<file path="src/rtl/core/sitda_pkg.sv">
// ----------------------------------------------------------------------------
// sitda_pkg
// Shared types, constants and the double-dabble step for the signed
// integer to decimal text converter.
// ----------------------------------------------------------------------------
package sitda_pkg;

  // input word width and decimal digit count of a 32-bit magnitude
  localparam int unsigned VALUE_W    = 32;
  localparam int unsigned NUM_DIGITS = 10;
  localparam int unsigned BCD_W      = 4 * NUM_DIGITS;
  localparam int unsigned IDX_W      = $clog2(NUM_DIGITS);

  // conversion pipeline shape: binary bits consumed per stage
  localparam int unsigned DD_BITS    = 8;
  localparam int unsigned DD_STAGES  = VALUE_W / DD_BITS;

  // character codes
  localparam logic [7:0] CHAR_ZERO  = 8'h30;
  localparam logic [7:0] CHAR_MINUS = 8'h2D;

  // word travelling down the conversion pipeline
  typedef struct packed {
    logic               neg;
    logic [BCD_W-1:0]   bcd;
    logic [VALUE_W-1:0] bin;
  } sitda_work_t;

  typedef logic [NUM_DIGITS-1:0][3:0] sitda_digits_t;

  // one double-dabble step: add three to every digit of five or more,
  // then shift left taking in the next binary bit
  function automatic logic [BCD_W-1:0] dd_step(input logic [BCD_W-1:0] bcd,
                                               input logic bit_in);
    logic [BCD_W-1:0] adj;
    logic [3:0]       d;
    adj = bcd;
    for (int i = 0; i < NUM_DIGITS; i++) begin
      d = bcd[4*i +: 4];
      if (d >= 4'd5) begin
        adj[4*i +: 4] = d + 4'd3;
      end
    end
    return {adj[BCD_W-2:0], bit_in};
  endfunction

endpackage

</file>
<file path="src/rtl/core/sitda_front.sv">
// ----------------------------------------------------------------------------
// sitda_front
// Input stage: registers the word, takes the sign and forms the magnitude.
// ----------------------------------------------------------------------------
module sitda_front
  import sitda_pkg::*;
(
  input  logic               clk,
  input  logic               rst_n,
  input  logic               in_valid,
  output logic               in_ready,
  input  logic [VALUE_W-1:0] in_value,
  output logic               out_valid,
  input  logic               out_ready,
  output sitda_work_t        out_work
);

  logic        valid_r, valid_nxt;
  sitda_work_t work_r, work_nxt;
  logic        load;

  assign in_ready = !valid_r || out_ready;
  assign load     = in_valid && in_ready;

  // sign and magnitude; the most negative value wraps to 2^31 unsigned
  always_comb begin
    work_nxt     = work_r;
    valid_nxt    = valid_r;
    if (in_ready) begin
      valid_nxt = in_valid;
    end
    if (load) begin
      work_nxt.neg = in_value[VALUE_W-1];
      work_nxt.bcd = '0;
      work_nxt.bin = in_value[VALUE_W-1] ? (~in_value + VALUE_W'(1)) : in_value;
    end
  end

  // valid bit
  always_ff @(posedge clk) begin
    if (!rst_n) begin
      valid_r <= 1'b0;
    end else begin
      valid_r <= valid_nxt;
    end
  end

  // payload
  always_ff @(posedge clk) begin
    work_r <= work_nxt;
  end

  assign out_valid = valid_r;
  assign out_work  = work_r;

endmodule

</file>
<file path="src/rtl/core/sitda_dd_stage.sv">
// ----------------------------------------------------------------------------
// sitda_dd_stage
// One conversion stage: DD_BITS double-dabble steps, then a register.
// ----------------------------------------------------------------------------
module sitda_dd_stage
  import sitda_pkg::*;
(
  input  logic        clk,
  input  logic        rst_n,
  input  logic        in_valid,
  output logic        in_ready,
  input  sitda_work_t in_work,
  output logic        out_valid,
  input  logic        out_ready,
  output sitda_work_t out_work
);

  logic        valid_r, valid_nxt;
  sitda_work_t work_r, work_nxt;
  sitda_work_t step_w;

  assign in_ready = !valid_r || out_ready;

  // shift DD_BITS binary bits into the decimal digits
  always_comb begin
    step_w = in_work;
    for (int s = 0; s < DD_BITS; s++) begin
      step_w.bcd = dd_step(step_w.bcd, step_w.bin[VALUE_W-1]);
      step_w.bin = {step_w.bin[VALUE_W-2:0], 1'b0};
    end
  end

  // advance when the next stage has room
  always_comb begin
    valid_nxt = valid_r;
    work_nxt  = work_r;
    if (in_ready) begin
      valid_nxt = in_valid;
      if (in_valid) begin
        work_nxt = step_w;
      end
    end
  end

  // valid bit
  always_ff @(posedge clk) begin
    if (!rst_n) begin
      valid_r <= 1'b0;
    end else begin
      valid_r <= valid_nxt;
    end
  end

  // payload
  always_ff @(posedge clk) begin
    work_r <= work_nxt;
  end

  assign out_valid = valid_r;
  assign out_work  = work_r;

endmodule

</file>
<file path="src/rtl/core/sitda_ser.sv">
// ----------------------------------------------------------------------------
// sitda_ser
// Character serialiser: finds the leading digit, then sends the sign and
// the digits one word a cycle while out_ready holds, flagging the last one.
// ----------------------------------------------------------------------------
module sitda_ser
  import sitda_pkg::*;
(
  input  logic        clk,
  input  logic        rst_n,
  input  logic        in_valid,
  output logic        in_ready,
  input  sitda_work_t in_work,
  output logic        out_valid,
  input  logic        out_ready,
  output logic [7:0]  out_char_code,
  output logic        out_last_char
);

  logic             busy_r, busy_nxt;
  logic             neg_pend_r, neg_pend_nxt;
  logic [IDX_W-1:0] idx_r, idx_nxt;
  sitda_digits_t    digits_r, digits_nxt;
  sitda_digits_t    in_digits;
  logic [IDX_W-1:0] lead_idx;
  logic [3:0]       cur_digit;
  logic             load;
  logic             take;

  assign in_digits = sitda_digits_t'(in_work.bcd);

  // highest nonzero digit; zero gives the units digit alone
  always_comb begin
    lead_idx = '0;
    for (int i = 1; i < NUM_DIGITS; i++) begin
      if (in_digits[i] != 4'd0) begin
        lead_idx = IDX_W'(i);
      end
    end
  end

  // output word straight from the registers
  assign cur_digit     = digits_r[idx_r];
  assign out_valid     = busy_r;
  assign out_char_code = neg_pend_r ? CHAR_MINUS : (CHAR_ZERO + {4'd0, cur_digit});
  assign out_last_char = !neg_pend_r && (idx_r == '0);

  assign take     = busy_r && out_ready;
  assign in_ready = !busy_r || (out_ready && out_last_char);
  assign load     = in_valid && in_ready;

  // sequencing through sign and digits
  always_comb begin
    busy_nxt     = busy_r;
    neg_pend_nxt = neg_pend_r;
    idx_nxt      = idx_r;
    digits_nxt   = digits_r;
    if (take) begin
      if (neg_pend_r) begin
        neg_pend_nxt = 1'b0;
      end else if (idx_r == '0) begin
        busy_nxt = 1'b0;
      end else begin
        idx_nxt = idx_r - IDX_W'(1);
      end
    end
    if (load) begin
      busy_nxt     = 1'b1;
      neg_pend_nxt = in_work.neg;
      idx_nxt      = lead_idx;
      digits_nxt   = in_digits;
    end
  end

  // control
  always_ff @(posedge clk) begin
    if (!rst_n) begin
      busy_r <= 1'b0;
    end else begin
      busy_r <= busy_nxt;
    end
  end

  // payload
  always_ff @(posedge clk) begin
    neg_pend_r <= neg_pend_nxt;
    idx_r      <= idx_nxt;
    digits_r   <= digits_nxt;
  end

`ifndef SYNTH
  // digit index stays inside the digit row
  a_idx_range: assert property (@(posedge clk) disable iff (!rst_n)
    busy_r |-> (idx_r <= IDX_W'(NUM_DIGITS - 1)))
    else $error("digit index out of range");

  // conversion leaves only decimal digits
  a_digit_bcd: assert property (@(posedge clk) disable iff (!rst_n)
    (busy_r && !neg_pend_r) |-> (cur_digit <= 4'd9))
    else $error("non-decimal digit");

  // a negative word opens with the minus sign
  a_minus_first: assert property (@(posedge clk) disable iff (!rst_n)
    (load && in_work.neg) |=> (out_valid && out_char_code == CHAR_MINUS))
    else $error("minus sign missing");

  // for a non-negative word the first digit sent is never a leading zero unless it is the only one
  a_no_lead_zero: assert property (@(posedge clk) disable iff (!rst_n)
    (load && !in_work.neg && lead_idx != '0) |=> (cur_digit != 4'd0))
    else $error("leading zero sent");
`endif

endmodule

</file>
<file path="src/rtl/core/signed_int_to_decimal_ascii.sv">
// ----------------------------------------------------------------------------
// signed_int_to_decimal_ascii
// Converts a signed 32-bit integer to its decimal text, one ASCII
// character per output word, most significant first, last one flagged.
//
//   channel | ports                                   | direction
//   --------+-----------------------------------------+----------
//   input   | in_valid, in_ready, in_value[31:0]      | in
//   output  | out_valid, out_ready, out_char_code[7:0],| out
//           | out_last_char                           |
//
// From input word to first character a number passes the sign and
// negation stage, four double-dabble stages of eight bits, and the loading
// of the serialiser.
// Each number holds the serialiser until all of its characters (1 to 11)
// are taken; that single character port sets the sustained rate.
// Reset clears every valid bit; payload registers are not reset.
// A stall on the output backs up through the stages without loss.
// ----------------------------------------------------------------------------
module signed_int_to_decimal_ascii
  import sitda_pkg::*;
(
  input  logic               clk,
  input  logic               rst_n,
  input  logic               in_valid,
  output logic               in_ready,
  input  logic [VALUE_W-1:0] in_value,
  output logic               out_valid,
  input  logic               out_ready,
  output logic [7:0]         out_char_code,
  output logic               out_last_char
);

  logic        stg_valid [DD_STAGES+1];
  logic        stg_ready [DD_STAGES+1];
  sitda_work_t stg_work  [DD_STAGES+1];

  // sign and magnitude
  sitda_front u_front (
    .clk       (clk),
    .rst_n     (rst_n),
    .in_valid  (in_valid),
    .in_ready  (in_ready),
    .in_value  (in_value),
    .out_valid (stg_valid[0]),
    .out_ready (stg_ready[0]),
    .out_work  (stg_work[0])
  );

  // binary to decimal digits
  for (genvar g = 0; g < DD_STAGES; g++) begin : g_dd
    sitda_dd_stage u_dd (
      .clk       (clk),
      .rst_n     (rst_n),
      .in_valid  (stg_valid[g]),
      .in_ready  (stg_ready[g]),
      .in_work   (stg_work[g]),
      .out_valid (stg_valid[g+1]),
      .out_ready (stg_ready[g+1]),
      .out_work  (stg_work[g+1])
    );
  end

  // character sequencing
  sitda_ser u_ser (
    .clk           (clk),
    .rst_n         (rst_n),
    .in_valid      (stg_valid[DD_STAGES]),
    .in_ready      (stg_ready[DD_STAGES]),
    .in_work       (stg_work[DD_STAGES]),
    .out_valid     (out_valid),
    .out_ready     (out_ready),
    .out_char_code (out_char_code),
    .out_last_char (out_last_char)
  );

endmodule
</file>
<file path="config.mk">
export PLATFORM = sky130hd
export DESIGN_NAME = signed_int_to_decimal_ascii
export DESIGN_NICKNAME = d
export VERILOG_FILES = /design/src/rtl/core/sitda_pkg.sv /design/src/rtl/core/sitda_front.sv /design/src/rtl/core/sitda_dd_stage.sv /design/src/rtl/core/sitda_ser.sv /design/src/rtl/core/signed_int_to_decimal_ascii.sv
export SDC_FILE = /design/constraint.sdc
export NUM_CORES = 1
export LEC_CHECK = 0
export BUFFER_PORTS_ARGS = -buffer_cell sky130_fd_sc_hd__buf_2
export CAP_MARGIN = 10
export CORE_UTILIZATION = 65
export CTS_CLUSTER_DIAMETER = 200
export DETAILED_ROUTE_END_ITERATION = 16
export HOLD_SLACK_MARGIN = 0.02
export PLACE_DENSITY_LB_ADDON = 0.3
export SYNTH_ARGS = -nofsm -noshare
export SYNTH_HDL_FRONTEND = slang
export SYNTH_SLANG_ARGS = --single-unit
</file>
<file path="constraint.sdc">
create_clock -name clk -period 8.76 [get_ports clk]
set_clock_uncertainty 0.1 [all_clocks]
set_input_delay 0.438 -clock clk [delete_from_list [all_inputs] [get_ports clk]]
set_output_delay 0.438 -clock clk [all_outputs]
set_load 0.1 [all_outputs]
</file>
# == Word-level counts from Yosys, hierarchy flattened ==
# Cells that the tools add are included.
# totals
register_bits,284
in_bits,36
out_inout_bits,11
wordCells,894
# op_classes
addsub,268
n_lt_le_gt_ge,266
n_eq_ne,2
n_mux,288
bitwise_logic,1
reduce_logical,36
# ops
cell,n
4-bit by 3-bit >= comparator with 1-bit output (second input constant),255
4-bit 2-to-1 mux,249
4-bit by 2-bit adder with 4-bit output (second input constant),234
3-bit 2-to-1 mux,26
3-bit by 2-bit adder with 3-bit output (second input constant),21
4-bit nonzero test,9
32-bit by 1-bit adder with 32-bit output (second input constant),1
32-bit NOT,1
31-bit 2-to-1 mux,1
1-bit by 2-bit adder with 3-bit output (second input constant),9
1-bit by 3-bit >= comparator with 1-bit output (second input constant),9
4-bit binary-select mux with 4-bit select,1
1-bit 2-to-1 mux,8
8-bit 2-to-1 mux,1
2-bit AND reduction,4
6-bit by 4-bit adder with 7-bit output (first input constant),1
1-bit zero test,7
1-bit logical OR,6
3-bit AND reduction,2
1-bit logical AND,5
4-bit by 5-bit < comparator with 1-bit output (second input constant),1
4-bit zero test,1
2-bit 2-to-1 mux,2
2-bit nonzero test,2
other kinds (5),5

# == Logic depth before layout (Yosys ltp) ==
# Gate-level depths: netlist of run 1.
# depth
ltp_word,16
ltp_mapped,37

# == Modules after synthesis ==
# Synthesis of run 1 repeated with hierarchy kept, for this count alone.
# hier_totals
cells_unflattened,7476
area_unflattened_um2,57061.0
# by_module_without_submodules
module,instances,cells_per_inst,area_each_um2,seq_area_each_um2
sitda_dd_stage,4,1792,13230.2,1971.9
sitda_ser,1,132,2078.2,1371.3
sitda_front,1,176,2062.0,1011.0

# == Worst setup path before layout of run 1 ==
# No wires, ideal clock.
# synth_timing
path_type,register to register
start,reg g_dd[1].u_dd.work_r (netlist bit g_dd[1].u_dd.out_work[48])
end,"reg g_dd[2].u_dd.work_r (netlist bit g_dd[2].u_dd.out_work[60]), data pin"
setup_time_ns,0.258
arrival_time_ns,6.452
required_time_ns,8.402
path_slack_ns,1.950
stages_incl_launch_ff,29
path_buffers,0
period_less_slack_ns,6.810
cell_sequence,edfxtp_1 ha_1 nand2b_1 a21oi_2 mux2_2 a21oi_1 xnor2_1 nand2b_1 ha_1 a21oi_1 xnor3_2 ha_1 o31ai_1 o21ai_0 nor4_1 o22ai_2 a31oi_2 a21oi_1 xnor2_1 or2_2 ha_1 a21oi_1 xor2_1 ha_1 o21ai_0 a21oi_1 nor3_1 a21oi_1 xnor2_1
# synth_rtl
element,line_no,rtl
from (decl),sitda_dd_stage.sv:19,"sitda_work_t work_r, work_nxt;"
from (signal assigned),sitda_dd_stage.sv:56,work_r <= work_nxt;
to (signal assigned),sitda_dd_stage.sv:56,
to (decl),sitda_dd_stage.sv:19,

==> flow_summary.ini, run 1 <==
[die]
coreArea_sq_um = 41300
dieArea_sq_um = 43100
rows = 74
die_h_um = 208
fp.dieW_um = 208
start_util = 0.665
pin_count = 47

[drt]
drt_iter0_drc = 1732
dr.pass1.iters = 6
drc_errors = 0
drt-total-wl_um = 58600
wl_per_cell_um = 15.3
viasPerCell = 6.43
ant_nets = 0
vias = 24600

[cts]
root_buffer = clkbuf_16
clk_pin_slew_ps = 60
h-tree-depth = 1
clk_latency_ps = 560
numCtsBuffers = 27
cts.path.max_buffers = 3
cts_setup_buffers = 0
clock_sinks = 238
ctsResizeCount = 0
cts_tree = done
hold_buffers = 1

[timing]
rsz0062_at_grt = no
finalHoldViolCount = 0
worst_pin_slew_ps = 1100
setup_tns_ps = 0
fmax_mhz = 128
finalSetupViolCount = 0
drv_slew = 0
fin_crit_sh = 0.892
post-route-min-period_ps = 7810
slew_headroom = 0.249

[finish]
final_common_cell = nand2_1
regArea_sq_um = 7090
stdcell_count = 3825
fill_cells = 3172
layout_common_cells = 285 x nand2_1, 281 x nor2_1, 232 x edfxtp_1
diodes = 0
syn2layout_area_growth_pct = 5.28
drive_gt1_frac = 0.119
finalNetCount = 3451
multi_input_area_sq_um = 19200

[synth]
async_reset_ff_frac = 0
ys_types = 152
synth_edf_count = 232
yosysSeqAreaShare = 0.258
synth_flop_cell = edfxtp_1
yosysWarnings = 0
synth_seq_cells = 238
synth_area_sq_um = 27500
netlist_instances = 3284
post_synth.cell_area_avg_sq_um = 8.36

[global_route]
grt_overflow = 0
antenna_found_initial = 0
grt_pass1_wl_um = 99200
grt_pass1_vias = 22900
track_usage = 0.260
grt_max_degree = 42

[worst_setup_path]
critical_path_class = flop to flop
crit_path_start_kind = flop
max_stage_delay_ps = 480
r2r_slack_ps = 950
reg2reg_to = g_dd[2].u_dd.out_work[58]$_DFFE_PP_
crit_fanout = 6
crit_slowest_cell = nor3_1
end_kind = flop
r2r_cells = 30
critPathRequiredTime_ps = 9030
rr_startpoint = g_dd[1].u_dd.out_work[48]$_DFFE_PP_
cp.arrival_ps = 8080

[hold_path]
hold_path_end = u_front.out_work[29]$_DFFE_PP_
min_from = in_value[29]
hold_depth = 2
hold_class = input port to flop

[place]
dp.cells = 3773
hpwlAfterDp_um = 45000
gp_congestion = 0.874
numPortBuffers = 43

[status]
status = completed

[run]
cap_violations = 0
area by class of cell:
| type | count | share of cell area |
|---|---|---|
| clock buffers | 34 | 0.0246 |
| clock inverters | 16 | 0.00541 |
| inverters | 218 | 0.0284 |
| multi-input cells | 2737 | 0.664 |
| flip-flops and latches | 238 | 0.245 |
| well taps | 532 | 0.0230 |
| repair buffers | 50 | 0.00926 |
state kept, by name (all words and copies together), names as in the netlist:
| register | cells |
|---|---|
| g_dd.u_dd.out_work | 154 |
| u_front.out_valid | 1 |
| u_ser.digits_r | 40 |
| u_ser.idx_r | 4 |
| u_ser.out_valid | 1 |
| u_front.out_work | 33 |
| u_ser.neg_pend_r | 1 |
| g_dd.u_dd.out_valid | 4 |
per-stage QoR:
stage | util | hold WS [ps] | setup slack, ps | instance area [sq um]
3_3_place_gp | 0.679 | 302 | 1570 | 28000
5_1_grt | 0.700 | 76.3 | 369 | 28900
4_1_cts | 0.700 | 71.5 | 1090 | 28900
2_1_floorplan | - | 300 | 1950 | 27500
6_report | 0.700 | 90.5 | 947 | 28900
3_5_place_dp | 0.679 | 305 | 1120 | 28000
worst max-delay path: cells and delay by family, from the launching register on:
family / cells / cell delay (ps)
flip-flops: 1 / 440
buffers and inverters: 2 / 220
AND/OR/NAND/NOR: 5 / 1500
adder cells (fa/ha/maj): 5 / 1180
XOR/XNOR: 5 / 1240
AO/OA/AOI/OAI: 13 / 2930
logic make-up after synthesis:
family,count (synthesis),share of synthesized area
AO/OA/AOI/OAI,1206,0.313
XOR/XNOR,154,0.0570
adder cells (fa/ha/maj),150,0.0677
buffers and inverters,310,0.0450
flip-flops,238,0.258
multiplexers,159,0.0673
other,2,0.000273
AND/OR/NAND/NOR,1065,0.192
routing by layer:
metal / vias to the layer above / track usage / wire (um)
li1: 12400 / - / -
met1: 11600 / 0.311 / 25200
met2: 535 / 0.494 / 30100
met3: 78 / 0.0269 / 2230
met4: 0 / 0.0672 / 1140
met5: - / 0 / 0
worst max-delay path by stage:
stage	startpoint	end	slack [ps]	depth (start not counted)
after global placement	g_dd[1].u_dd.out_work[48]$_DFFE_PP_	g_dd[2].u_dd.out_work[60]$_DFFE_PP_	1570	30
after CTS	g_dd[1].u_dd.out_work[48]$_DFFE_PP_	g_dd[2].u_dd.out_work[58]$_DFFE_PP_	1090	30
after detailed placement	g_dd[1].u_dd.out_work[48]$_DFFE_PP_	g_dd[2].u_dd.out_work[60]$_DFFE_PP_	1120	30
after global routing	g_dd[1].u_dd.out_work[48]$_DFFE_PP_	g_dd[2].u_dd.out_work[60]$_DFFE_PP_	370	30
after floorplan	g_dd[1].u_dd.out_work[48]$_DFFE_PP_	g_dd[2].u_dd.out_work[60]$_DFFE_PP_	1950	28
final	g_dd[1].u_dd.out_work[48]$_DFFE_PP_	g_dd[2].u_dd.out_work[58]$_DFFE_PP_	950	30
cells in the mapped netlist, drive strengths merged (47+ instances only):
cell    number  share of area
nand3       77          0.014
nor2       290          0.041
ha         143          0.065
clkbuf      59         0.0082
a211oi      65          0.020
nand2b      66          0.015
o21ai      294          0.055
o21a        52          0.014
a31oi       47          0.012
nor3        91          0.019
mux2i       95          0.037
mux2        56          0.023
a21oi      244          0.049
o211ai      52          0.015
edfxtp     232           0.25
inv        217          0.030
xnor2      123          0.044
nand2      285          0.039
Power of run 1 is left out: the tool's default activity adds up to more than one toggle a clock period on the data nets, which glitch-free logic cannot reach.
==> run 2, diff against run 1 <==
ABC_AREA = 1   (was unset)
CAP_MARGIN = unset   (was 10)
CORE_MARGIN = 2   (was unset)
==> run 2 against run 1 <==
  * Design area down 9.8%
  * First-iteration DRC count decreased by 38%
  * Non-clock buffer count down 2
  * Via count decreased by 11%
  * Wire length decreased by 16%
  * Worst hold slack worse by 7.3 ps
  * Flip-flop and latch count unchanged
  * Die area decreased by 9.2%
  * Global-route usage decreased by 0.31 points
  * Critical path type unchanged
==> flow_summary.ini, run 2 <==
[finish]
drive_gt1_frac = 0.171
syn2layout_area_growth_pct = 6.80
diodes = 0
fill_cells = 2870
layout_common_cells = 1048 x nand2_1, 556 x inv_1, 326 x nand3_1
final_core_util = 0.709
largest_reg_flops = 154
final_common_cell = nand2_1
finalNetCount = 3668

[cts]
cts_setup_buffers = 0
clk_pin_slew_ps = 60
ctsResizeCount = 0
hold_buffers = 1
root_buffer = clkbuf_16
numCtsBuffers = 26
cts.path.max_buffers = 3
clock_sinks = 238
h-tree-depth = 1
clk_latency_ps = 540
cts_tree = done

[drt]
ant_nets = 0
drt_iter0_drc = 1073
vias = 21900
dr.pass1.iters = 6
viasPerCell = 5.51
wl_per_cell_um = 12.4
drc_errors = 0
drt-total-wl_um = 49400

[global_route]
antenna_found_initial = 0
track_usage = 0.257
grt_pass1_wl_um = 86600
grt_overflow = 0
grt_pass1_vias = 21600
grt_max_degree = 46

[timing]
finalHoldViolCount = 0
fin_crit_sh = 0.702
worst_pin_slew_ps = 1090
finalSetupViolCount = 0
setup_tns_ps = 0
holdWs_ps = 83.2
fmax_mhz = 163
rsz0062_at_grt = no
slew_headroom = 0.271
post-route-min-period_ps = 6150
drv_slew = 0

[worst_setup_path]
end_kind = flop
path_buf_inv = 8
crit_fanout = 6
path_common_cell = nand2_1
critical_path_class = flop to flop
crit_slowest_cell = edfxtp_1
critPathRequiredTime_ps = 8950
cp.arrival_ps = 6340
max_stage_delay_ps = 420
critPathTopFamily = simple AND/OR/NAND/NOR gates
crit_path_start_kind = flop

[die]
coreArea_sq_um = 36800
pin_count = 47
dieArea_sq_um = 39100
die_h_um = 198
rows = 70
fp.dieW_um = 198
start_util = 0.664

[synth]
synth_area_leaders = edfxtp_1 29%, nand2_1 16%, inv_1 8.5%, ha_1 7.3%, nand3_1 6.7%
netlist_instances = 3423
synth_top_cell_by_area = edfxtp_1
synth_seq_cells = 238
ys_types = 55
synth_top_area_share = 0.285
post_synth.cell_area_avg_sq_um = 7.13
yosysSeqAreaShare = 0.290
synth_edf_count = 232
synth_area_sq_um = 24400
synthTopCellsByCount = 1048 x nand2_1, 556 x inv_1, 326 x nand3_1
yosysMostFrequentCell = nand2_1
async_reset_ff_frac = 0
synth_flop_cell = edfxtp_1
yosysWarnings = 0

[hold_path]
hold_class = input port to flop

[place]
gp_congestion = 0.858
hpwlAfterDp_um = 40200
numPortBuffers = 43

[run]
cap_violations = 0

[status]
status = completed
-- run 2: changes by cell type in the layout (fill, tap and decap cells not counted), moves of 68 or more --
cell	previous run	this run
nand4_1	5	125
nor2_1	281	70
nand3_1	75	326
nor3_1	79	11
nand3_2	2	113
mux2i_1	86	4
nand2_1	285	1048
inv_1	201	556
a21oi_1	221	43
xnor2_1	107	18
o21ai_0	231	77
nand2_2	0	230
-- run 2: worst register-to-register path: cells and delay by family (launching register included) --
| family | cells | cell delay (ps) |
|---|---|---|
| AOI/OAI and AO/OA | 3 | 710 |
| xor gates and xnor gates | 3 | 480 |
| adders and majority gates | 8 | 1500 |
| buffers and inverters | 8 | 640 |
| DFF | 1 | 420 |
| and+or+nand+nor | 19 | 2080 |
-- run 2: layout make-up --
cell class,instances,area (sq um),area share
repair buffers,48,255,0.00979
clock buffers,35,726,0.0278
clock inverters,9,120,0.00461
inverters,586,2200,0.0844
multi-input cells,2589,15100,0.579
flip-flops and latches,238,7090,0.272
well taps,468,586,0.0225
-- run 2: logic make-up after synthesis --
logic type	count (synthesis)	share of synthesized area
and+or+nand+nor	2060	0.427
buffers and inverters	597	0.0922
AOI/OAI and AO/OA	277	0.0734
DFF	238	0.290
adders and majority gates	143	0.0733
xor gates and xnor gates	102	0.0417
muxes	4	0.00164
other	2	0.000308
-- run 2: final timing paths --
kind,from,endpoint,slack (ps),depth (start not counted)
hold / removal,in_valid,u_front.out_valid$_SDFFE_PN0N_,80,3
setup reg to reg,g_dd[2].u_dd.out_work[60]$_DFFE_PP_,g_dd[3].u_dd.out_work[69]$_DFFE_PP_,2610,41
hold reg to reg,g_dd[0].u_dd.out_work[12]$_DFFE_PP_,g_dd[1].u_dd.out_work[20]$_DFFE_PP_,300,0
setup / recovery,g_dd[2].u_dd.out_work[60]$_DFFE_PP_,g_dd[3].u_dd.out_work[69]$_DFFE_PP_,2610,41
-- run 2: layer usage --
metal  track usage  routed length [um]
met4        0.0908                1490
met3        0.0267                1380
met1         0.272               19600
met5             0                   0
met2         0.520               26900
-- run 2: metrics by stage --
stage	worst slack (ps)	instance area (sq um)	instances
after floorplan	3090	24400	3424
after global placement	3070	25200	3928
after detailed placement	2680	25200	3928
after CTS	2660	26100	3973
after global routing	1990	26100	3973
final	2610	26100	3973
Power of run 2 is left out for the same reason.
==> run 3, diff against run 2 <==
CORE_UTILIZATION = 59   (was 65)
clock period = 5.4 ns   (was 8.76 ns; I/O delays follow)
==> run 3 against run 2 <==
  * The flow now finishes with violations (negative setup slack)
  * Clock-buffer cell count decreased by 2
  * Sequential share of layout area decreased by 4.4 points
  * Fmax increased by 4.6%
  * Die area increased by 10%
  * Via count increased by 8.7%
  * Global-route usage decreased by 3.7 points
  * Setup slack got worse by 3100 ps
  * First-iteration DRC count increased by 38%
  * Cell count increased by 8.9%
  * Critical path type unchanged
  * Critical endpoint unchanged
  * Largest cell class unchanged
==> flow_summary.ini, run 3 (synthesis results as in run 2) <==
[timing]
fmax_mhz = 170
fin_crit_sh = 1.09
setup_ws_ps = -478
finalSetupViolCount = 17
rsz0062_at_grt = yes
post-route-min-period_ps = 5880
drv_slew = 0
worst_pin_slew_ps = 1210
finalHoldViolCount = 0
slew_headroom = 0.188
holdWs_ps = 111

[worst_setup_path]
max_stage_delay_ps = 480
path_common_cell = nand2_2
crit_path_start_kind = flop
cp.arrival_ps = 6100
end_kind = flop
crit_slowest_cell = edfxtp_1
critPathRequiredTime_ps = 5630
critical_path_class = flop to flop
crit_fanout = 4

[cts]
numCtsBuffers = 28
cts.path.max_buffers = 3
h-tree-depth = 1
cts_tree = done
clk_latency_ps = 580
clock_sinks = 238
clk_pin_slew_ps = 60
root_buffer = clkbuf_16

[global_route]
antenna_found_initial = 0
grt_overflow = 0
track_usage = 0.221
grt_pass1_wl_um = 83600
grt_max_degree = 46
grt_pass1_vias = 20500

[finish]
drive_gt1_frac = 0.360
finalNetCount = 3953
final_area_sq_um = 31200
layout_common_cells = 827 x nand2_1, 472 x inv_1, 363 x nand2_2
largest_reg_flops = 154
final_common_cell = nand2_1
diodes = 0
syn2layout_area_growth_pct = 27.6
stdcell_count = 4328

[place]
gp_congestion = 0.873
numPortBuffers = 43
dp.cells = 4088
placed_area_sq_um = 26000
hpwlAfterDp_um = 37000

[die]
coreArea_sq_um = 40800
fp.dieW_um = 207
pin_count = 47
rows = 74
die_h_um = 207
dieArea_sq_um = 43000
start_util = 0.598

[drt]
vias = 23800
wl_per_cell_um = 14.4
drt-total-wl_um = 62500
dr.pass1.iters = 5
ant_nets = 0
drc_errors = 0
drt_iter0_drc = 1476
viasPerCell = 5.50

[run]
cap_violations = 0

[hold_path]
hold_class = input port to flop

[status]
violations = negative setup slack
status = finished with violations
## run 3: metrics by stage
stage,setup slack (ps),utilization,TNS [ps]
after global routing,-794,0.763,-17250
after floorplan,11.5,-,0
after detailed placement,-281,0.637,-4040
after CTS,0.147,0.677,0
final,-478,0.763,-4070
after global placement,-72.6,0.637,-231
## run 3: final timing paths
path | start | endpoint | slack (ps) | cells after the start
worst max-delay path | g_dd[2].u_dd.out_work[56]$_DFFE_PP_ | g_dd[3].u_dd.out_work[69]$_DFFE_PP_ | -480 | 39
worst min register to register | u_front.out_work[13]$_DFFE_PP_ | g_dd[0].u_dd.out_work[21]$_DFFE_PP_ | 310 | 0
worst min-delay path | in_value[31] | u_front.out_work[72]$_DFFE_PP_ | 110 | 1
worst max register to register | g_dd[2].u_dd.out_work[56]$_DFFE_PP_ | g_dd[3].u_dd.out_work[69]$_DFFE_PP_ | -480 | 39
## run 3: final cells by class
| type | count | area [sq um] |
|---|---|---|
| clock buffers | 33 | 719 |
| inverters | 586 | 2200 |
| flip-flops and latches | 238 | 7090 |
| fillers | 2613 | 9680 |
| well taps | 532 | 666 |
| clock inverters | 19 | 169 |
| repair buffers | 331 | 2500 |
| multi-input cells | 2589 | 17800 |
## run 3: timing repair
item                                    in CTS  in global routing
buffers inserted                            30                123
endpoints found under the hold margin       38                  0
gates resized for setup                     45                688
pin swaps                                   28                292
hold buffers                                36                  0
cloned                                       0                  0
endpoints found under the setup margin      40                 82
## run 3: critical path, delay by kind of cell (launching register included)
kind | cells | cell delay, ps
AND/OR/NAND/NOR | 23 | 2560
adder cells (fa/ha/maj) | 6 | 1190
buffers and inverters | 6 | 550
flip-flops | 1 | 480
XOR/XNOR | 2 | 380
AO/OA/AOI/OAI | 2 | 370
## run 3: routing by layer
metal | wire, um | track usage | up-vias
met1 | 23900 | 0.250 | 11100
met2 | 34000 | 0.433 | 605
met4 | 2270 | 0.0603 | 0
li1 | - | - | 11900
met3 | 2240 | 0.0233 | 208
met5 | 0 | 0 | -
Power of run 3 is left out for the same reason.
